### src/hdl/iafp_pkg.sv
// Package for the IMU angle frame parser: frame constants, control struct
// and the raw-to-angle conversion. No dependencies.
package iafp_pkg;

    localparam logic [7:0]  HDR_FIRST   = 8'h55;
    localparam logic [7:0]  HDR_SECOND  = 8'h53;
    localparam logic [7:0]  SUM_SEED    = 8'hA8;   // 0x55 + 0x53, wrapped
    localparam int          DATA_CELLS  = 8;       // data bytes ahead of the sum byte
    localparam logic [3:0]  LAST_INDEX  = 4'd8;    // index of the sum byte
    localparam logic [15:0] WRAP_LIMIT  = 16'd32728;
    localparam logic [21:0] ANGLE_SCALE = 22'd55;
    localparam logic [21:0] FULL_TURN   = 22'd3600000;
    localparam int          ANGLE_W     = 22;

    typedef logic signed [ANGLE_W-1:0] angle_t;

    // control from the frame sequencer to the datapath, per accepted beat
    typedef struct packed {
        logic shift;      // data byte: push into the cell row
        logic frame_end;  // sum byte: frame complete
        logic sum_ok;     // valid with frame_end
    } ctrl_t;

    // raw*55, minus a full turn at or above the wrap point, in 0.0001 degree
    function automatic angle_t angle_of(input logic [15:0] raw);
        logic [ANGLE_W-1:0] prod;
        begin
            prod = {6'd0, raw} * ANGLE_SCALE;
            if (raw >= WRAP_LIMIT)
            begin
                prod = prod - FULL_TURN;
            end
            angle_of = angle_t'(prod);
        end
    endfunction

endpackage

### src/hdl/iafp_if.sv
// Handshake interfaces for the received byte channel and the result channel.
// Uses iafp_pkg for the angle type.
interface iafp_rx_if;
    logic       valid;
    logic       ready;
    logic [7:0] rx_byte;

    modport source (output valid, output rx_byte, input ready);
    modport sink   (input valid, input rx_byte, output ready);
endinterface

interface iafp_res_if;
    logic                  valid;
    logic                  ready;
    iafp_pkg::angle_t      roll_angle;
    iafp_pkg::angle_t      pitch_angle;
    iafp_pkg::angle_t      yaw_angle;
    logic [15:0]           version_word;
    logic                  checksum_ok;

    modport source (output valid, output roll_angle, output pitch_angle,
                    output yaw_angle, output version_word, output checksum_ok,
                    input ready);
    modport sink   (input valid, input roll_angle, input pitch_angle,
                    input yaw_angle, input version_word, input checksum_ok,
                    output ready);
endinterface

### src/hdl/iafp_byte_cell.sv
// One byte cell of the payload row: loads from its neighbor on shift.
// No dependencies.
module iafp_byte_cell
(
    input  logic       clk,
    input  logic       shift,
    input  logic [7:0] d,
    output logic [7:0] q
);

    logic [7:0] q_reg;

    always_ff @(posedge clk)
    begin
        if (shift)
        begin
            q_reg <= d;
        end
    end

    assign q = q_reg;

endmodule

### src/hdl/iafp_frame_ctrl.sv
// Frame sequencer: header hunt, payload count and running sum.
// Depends on iafp_pkg.
module iafp_frame_ctrl
(
    input  logic              clk,
    input  logic              rst_n,
    input  logic              beat,
    input  logic [7:0]        rx_byte,
    output logic              last_next,   // next data beat is the sum byte
    output iafp_pkg::ctrl_t   ctrl
);

    localparam logic [1:0] PH_HUNT1 = 2'd0;
    localparam logic [1:0] PH_HUNT2 = 2'd1;
    localparam logic [1:0] PH_DATA  = 2'd2;

    logic [1:0] phase_reg, phase_next;
    logic [3:0] count_reg, count_next;
    logic [7:0] sum_reg, sum_next;
    logic       is_last;

    assign is_last   = (phase_reg == PH_DATA) && (count_reg >= iafp_pkg::LAST_INDEX);
    assign last_next = is_last;

    always_comb
    begin
        phase_next     = phase_reg;
        count_next     = count_reg;
        sum_next       = sum_reg;
        ctrl.shift     = 1'b0;
        ctrl.frame_end = 1'b0;
        ctrl.sum_ok    = (sum_reg == rx_byte);
        if (beat)
        begin
            unique case (phase_reg)
                PH_HUNT2:
                begin
                    if (rx_byte == iafp_pkg::HDR_SECOND)
                    begin
                        phase_next = PH_DATA;
                        count_next = 4'd0;
                        sum_next   = iafp_pkg::SUM_SEED;
                    end
                    else
                    begin
                        phase_next = PH_HUNT1;
                    end
                end
                PH_DATA:
                begin
                    if (is_last)
                    begin
                        ctrl.frame_end = 1'b1;
                        phase_next     = PH_HUNT1;
                        count_next     = 4'd0;
                    end
                    else
                    begin
                        ctrl.shift = 1'b1;
                        count_next = count_reg + 4'd1;
                        sum_next   = sum_reg + rx_byte;
                    end
                end
                default:
                begin
                    if (rx_byte == iafp_pkg::HDR_FIRST)
                    begin
                        phase_next = PH_HUNT2;
                    end
                end
            endcase
        end
    end

    always_ff @(posedge clk or negedge rst_n)
    begin
        if (!rst_n)
        begin
            phase_reg <= PH_HUNT1;
            count_reg <= 4'd0;
            sum_reg   <= 8'd0;
        end
        else
        begin
            phase_reg <= phase_next;
            count_reg <= count_next;
            sum_reg   <= sum_next;
        end
    end

endmodule

### src/hdl/imu_angle_frame_parser.sv
// Top level of the IMU angle frame parser.
// Depends on iafp_pkg, iafp_if, iafp_byte_cell and iafp_frame_ctrl.
//
// Takes one received byte per cycle, but for the stall below. After the
// header 0x55 0x53, eight data bytes shift through a row of byte cells
// while a running sum is kept; the ninth byte is compared with that sum. A
// completed frame passes through a frame register and then the result
// register, where the angles are scaled (raw*55, 0.0001 degree) and held: on
// a sum mismatch the result repeats the previous angles with checksum_ok
// low. One result per completed frame. Bytes are taken every cycle; only a
// sum byte can stall, and only while the frame register is full and the
// result register is full and not taken.
module imu_angle_frame_parser
(
    input  logic          clk,
    input  logic          rst_n,
    iafp_rx_if.sink       rx,
    iafp_res_if.source    res
);

    localparam int N = iafp_pkg::DATA_CELLS;

    iafp_pkg::ctrl_t ctrl;
    logic            last_next;
    logic            beat;
    logic [7:0]      cell_q [N];

    logic        frm_vld_reg;
    logic        frm_ok_reg;
    logic [15:0] frm_roll_reg, frm_pitch_reg, frm_yaw_reg, frm_ver_reg;
    logic        frm_move;

    logic             out_vld_reg;
    iafp_pkg::angle_t roll_reg, pitch_reg, yaw_reg;
    logic [15:0]      ver_reg;
    logic             ok_reg;

    assign frm_move = frm_vld_reg && (!out_vld_reg || res.ready);
    assign rx.ready = !(last_next && frm_vld_reg && !frm_move);
    assign beat     = rx.valid && rx.ready;

    iafp_frame_ctrl u_ctrl
    (
        .clk       (clk),
        .rst_n     (rst_n),
        .beat      (beat),
        .rx_byte   (rx.rx_byte),
        .last_next (last_next),
        .ctrl      (ctrl)
    );

    // new bytes enter at the top cell and walk down to cell 0
    genvar g;
    generate
        for (g = 0; g < N; g++)
        begin : g_cell
            iafp_byte_cell u_cell
            (
                .clk   (clk),
                .shift (ctrl.shift),
                .d     ((g == N - 1) ? rx.rx_byte : cell_q[(g + 1) % N]),
                .q     (cell_q[g])
            );
        end
    endgenerate

    always_ff @(posedge clk or negedge rst_n)
    begin
        if (!rst_n)
        begin
            frm_vld_reg <= 1'b0;
        end
        else if (ctrl.frame_end)
        begin
            frm_vld_reg <= 1'b1;
        end
        else if (frm_move)
        begin
            frm_vld_reg <= 1'b0;
        end
    end

    always_ff @(posedge clk)
    begin
        if (ctrl.frame_end)
        begin
            frm_ok_reg    <= ctrl.sum_ok;
            frm_roll_reg  <= {cell_q[1], cell_q[0]};
            frm_pitch_reg <= {cell_q[3], cell_q[2]};
            frm_yaw_reg   <= {cell_q[5], cell_q[4]};
            frm_ver_reg   <= {cell_q[7], cell_q[6]};
        end
    end

    // result register; the angle registers are also the held angles
    always_ff @(posedge clk or negedge rst_n)
    begin
        if (!rst_n)
        begin
            out_vld_reg <= 1'b0;
            roll_reg    <= '0;
            pitch_reg   <= '0;
            yaw_reg     <= '0;
        end
        else if (frm_move)
        begin
            out_vld_reg <= 1'b1;
            if (frm_ok_reg)
            begin
                roll_reg  <= iafp_pkg::angle_of(frm_roll_reg);
                pitch_reg <= iafp_pkg::angle_of(frm_pitch_reg);
                yaw_reg   <= iafp_pkg::angle_of(frm_yaw_reg);
            end
        end
        else if (res.ready)
        begin
            out_vld_reg <= 1'b0;
        end
    end

    always_ff @(posedge clk)
    begin
        if (frm_move)
        begin
            ver_reg <= frm_ver_reg;
            ok_reg  <= frm_ok_reg;
        end
    end

    assign res.valid        = out_vld_reg;
    assign res.roll_angle   = roll_reg;
    assign res.pitch_angle  = pitch_reg;
    assign res.yaw_angle    = yaw_reg;
    assign res.version_word = ver_reg;
    assign res.checksum_ok  = ok_reg;

endmodule

### src/flat_wrapper.sv
// flat-port wrapper written by rule: the top's interface ports become plain ports
module imu_angle_frame_parser_flat 
  (clk, rst_n, rx_valid, rx_rx_byte, rx_ready, res_valid, res_roll_angle, res_pitch_angle, res_yaw_angle, res_version_word, res_checksum_ok, res_ready);
  iafp_rx_if rx_i ();
  iafp_res_if res_i ();
  input  logic clk;
  input  logic rst_n;
  input wire logic [$bits(rx_i.valid)-1:0] rx_valid;
  input wire logic [$bits(rx_i.rx_byte)-1:0] rx_rx_byte;
  output wire logic [$bits(rx_i.ready)-1:0] rx_ready;
  output wire logic [$bits(res_i.valid)-1:0] res_valid;
  output wire logic [$bits(res_i.roll_angle)-1:0] res_roll_angle;
  output wire logic [$bits(res_i.pitch_angle)-1:0] res_pitch_angle;
  output wire logic [$bits(res_i.yaw_angle)-1:0] res_yaw_angle;
  output wire logic [$bits(res_i.version_word)-1:0] res_version_word;
  output wire logic [$bits(res_i.checksum_ok)-1:0] res_checksum_ok;
  input wire logic [$bits(res_i.ready)-1:0] res_ready;
  assign rx_i.valid = rx_valid;
  assign rx_i.rx_byte = rx_rx_byte;
  assign rx_ready = rx_i.ready;
  assign res_valid = res_i.valid;
  assign res_roll_angle = res_i.roll_angle;
  assign res_pitch_angle = res_i.pitch_angle;
  assign res_yaw_angle = res_i.yaw_angle;
  assign res_version_word = res_i.version_word;
  assign res_checksum_ok = res_i.checksum_ok;
  assign res_i.ready = res_ready;
  imu_angle_frame_parser u_core (.clk(clk), .rst_n(rst_n), .rx(rx_i), .res(res_i));
endmodule
### config.mk
export PLATFORM = sky130hd
export DESIGN_NAME = imu_angle_frame_parser_flat
export DESIGN_NICKNAME = d
export VERILOG_FILES = /design/src/hdl/iafp_pkg.sv /design/src/hdl/iafp_if.sv /design/src/hdl/iafp_byte_cell.sv /design/src/hdl/iafp_frame_ctrl.sv /design/src/hdl/imu_angle_frame_parser.sv /design/src/flat_wrapper.sv
export SDC_FILE = /design/constraint.sdc
export NUM_CORES = 1
export LEC_CHECK = 0
export BUFFER_PORTS_ARGS = -buffer_cell sky130_fd_sc_hd__buf_2
export CAP_MARGIN = 0
export CORE_ASPECT_RATIO = 1.75
export CORE_MARGIN = 2
export CORE_UTILIZATION = 60
export CTS_CLUSTER_SIZE = 20
export DETAILED_ROUTE_END_ITERATION = 16
export PLACE_DENSITY = 0.9
export SLEW_MARGIN = 20
export SYNTH_ARGS = -nofsm -noshare
export SYNTH_HDL_FRONTEND = slang
export SYNTH_SLANG_ARGS = --single-unit
### constraint.sdc
create_clock -name clk -period 5.6 [get_ports clk]
set_input_delay 1.4 -clock clk [delete_from_list [all_inputs] [get_ports clk]]
set_output_delay 1.4 -clock clk [all_outputs]
set_load 0.1 [all_outputs]
==> impl_metrics.toml <==
[run_status]
status = "completed"

[flow_run]
drv_cap = 0

[global_route]
grt_util_met2 = 0.4968
track_usage = 0.2644
top_usage_layer = "met2"
met3_usage = 0.04642
grt_util_met1 = 0.2741
gr-total-overflow = 0
grt_max_degree = 83
grt_pass1_vias = 12150
grt_pass1_wl_mm = 59.37
antenna_found_initial = 0

[sta]
fin_setup_tns_ps = 0
setup_slack_ps = 255.2
final.period_utilization = 0.9544
fmax_mhz = 187.1
fin_worst_skew_ps = 15.03
setup_viol = 0
final-hold-violation-count = 0
rsz0062_at_grt = "no"
finalCriticalPeriod_ps = 5345
slew_violations = 0
worst_slew_pin_slew_ps = 924.4
slew-limit-headroom = 0.3838

[synth]
ys_seq_elements = 228
synth.most_common_cell = "inv_1"
ys_top_cells_by_count = "inv_1 (266), ha_1 (158), edfxtp_1 (146)"
yosysWarningCount = 0
synth_area_leaders = "edfxtp_1 (27%), fa_1 (15%), dfrtp_1 (13%)"
syn_inst = 1478
netlist_area_um2 = 16190
synth.top_cell.area_share = 0.2708
synth-edff-count = 146
syn_nets = 1769
synth_top_cell_by_area = "edfxtp_1"
synth_seq_area_share = 0.3976
avgSynthCellArea_um2 = 10.95
synthArstFlopShare = 0.3596
yosysUniqueCellTypes = 84
synth_flop_cell = "edfxtp_1"

[clocking]
cts-root-buf = "clkbuf_16"
clock_latency_ps = 540
cts_buffers = 22
cts_sinks = 228
path_clk_slew_ps = 70
cts_tree = "built"
cts_resized = 0
h-tree-depth = 1
clock_path_buffers = 3

[floorplan]
coreArea_um2 = 26590
chipHeight_um = 221.3
die_w_um = 128.2
rows = 79
start_util = 0.6088
dieArea_um2 = 28360
pin_count = 97

[pwr]
clkPwrFrac = 0.258
swShare = 0.4610
p_leak_uw = 0.008324
intPower_uw = 3022
seqPwrFrac = 0.378
p_switching_uw = 2585
power_frac_comb = 0.363
peakVddDrop_uv = 478.7
p_per_area_nw_per_um2 = 316.5

[detailed_routing]
drt_iter0_drc = 571
wirelength_mm = 36.70
antenna_left = 0
first_pass_iters = 6
viasPerCell = 5.877
drc_errors = 0
wl_per_cell_um = 19.14
vias = 11270

[final_layout]
ff_latch_area_um2 = 6436
multi_input_area_um2 = 8641
synthToLayoutAreaGrowth_pct = 9.430
fillerInstances = 1790
drive_gt1_frac = 0.1105
fin_nets = 1868
fin_util = 0.6662
stdcell_count = 1917
antenna_cells = 0
largest_reg_flops = 64

[critical_path]
worstReg2RegEnd = "u_core.res.roll_angle[21]"
worst_r2r_startpoint = "u_core.frm_roll_reg[5]"
cp.arrival_ps = 5740
path_class = "reg -> reg"
reg2reg_slack_ps = 260
r2r_cells = 16
setup.worst_path.end_class = "flop"
crit_start = "u_core.frm_roll_reg[5]"
crit_path_end = "u_core.res.roll_angle[21]"
cp-start-kind = "flop"
crit_fanout = 6
crit_required_ps = 6000

[placement]
gp_congestion = 0.9000
port_buffers = 96
dp.cells = 1875
dpl_worst_slack_ps = 342.6
place_hpwl_mm = 27.01

[hold_path]
hold_class = "reg -> reg"
final cells by class:
class | instances | share of cell area
clock inverter | 16 | 0.007699
clock buffer | 24 | 0.03150
timing repair buffer | 103 | 0.03044
multi-input combinational | 956 | 0.4878
tap | 324 | 0.02288
inverter | 266 | 0.05636
sequential | 228 | 0.3633
routing by layer:
layer	part of all wire	wire, um
met3	0.052	1915
met5	0	0
met2	0.54	19990
met4	0.058	2126
met1	0.35	12670
power by group through the flow:
stage,Sequential [uW],Combinational (uW),Clock (uW)
after floorplan,3560,282,0
after global placement,2150,2010,0
after detailed placement,2160,2040,0
after CTS,2120,2050,1470
after global routing,2150,2120,1520
final,2120,2040,1450
what timing repair did:
action / in CTS / in global routing
hold buffers: 0 / 0
setup buffers: 0 / 2
setup endpoints to repair: 0 / 1
worst min-delay path by stage:
stage                     depth (start not counted)  slack (ps)                    startpoint                          to
after floorplan                                   0         400  u_core.g_cell[0].u_cell.q[0]      u_core.frm_roll_reg[0]
after global placement                            0         400  u_core.g_cell[0].u_cell.q[6]      u_core.frm_roll_reg[6]
after detailed placement                          0         400  u_core.g_cell[0].u_cell.q[6]      u_core.frm_roll_reg[6]
after CTS                                         0         420  u_core.g_cell[0].u_cell.q[3]      u_core.frm_roll_reg[3]
after global routing                              0         430  u_core.g_cell[0].u_cell.q[3]      u_core.frm_roll_reg[3]
final                                             0         430         u_core.frm_ver_reg[0]  u_core.res.version_word[0]
critical path, stage by stage (launching register included):
cell and delay (ps):
edfxtp_1 500, inv_1 180, fa_1 600, fa_1 450, fa_1 560, inv_1 50, ha_1 350, a21o_1 240
a221oi_4 470, xor2_1 180, ha_1 250, inv_1 70, o2111ai_2 140, a2111oi_2 450, o211a_1 250, nor4_1 70
or3_1 390
placed cells by master, fill, tap and decap left out, types with 10 or more instances in the layout:
cell       Yosys  final
clkbuf_16      0     22
inv_1        266    266
a21oi_1       56     55
a211oi_1      10     10
o21ai_1       10     10
ha_1         158    158
xor2_1        37     37
nor2b_1       11     11
nand2_1      125    124
fa_1         121    121
nor3_1        25     25
a21o_1        22     22
o21ai_0       77     77
a31oi_1       10     10
edfxtp_1     146    146
dfrtp_1       82     82
xnor2_1       45     45
nor2_1        47     47
and3_1        14     14
buf_2          1     95
and2_1        13     12
nand3_1       21     21
stage by stage:
stage	hold WS [ps]	power, uW	area, um2
2_1_floorplan	400.3	3837	16190
3_5_place_dp	404.5	4193	17000
4_1_cts	424.5	5637	17700
3_3_place_gp	402.0	4161	17000
6_report	427.1	5607	17710
5_1_grt	427.3	5791	17710
cell families after synthesis:
family	share of synthesized area
compound gates	0.1205
xor+xnor	0.04437
fa+ha+maj	0.2718
buf+inv	0.06987
flops	0.3976
mux	0.004560
simple gates	0.09136
Note: power is estimated with default switching activity, not from simulation.
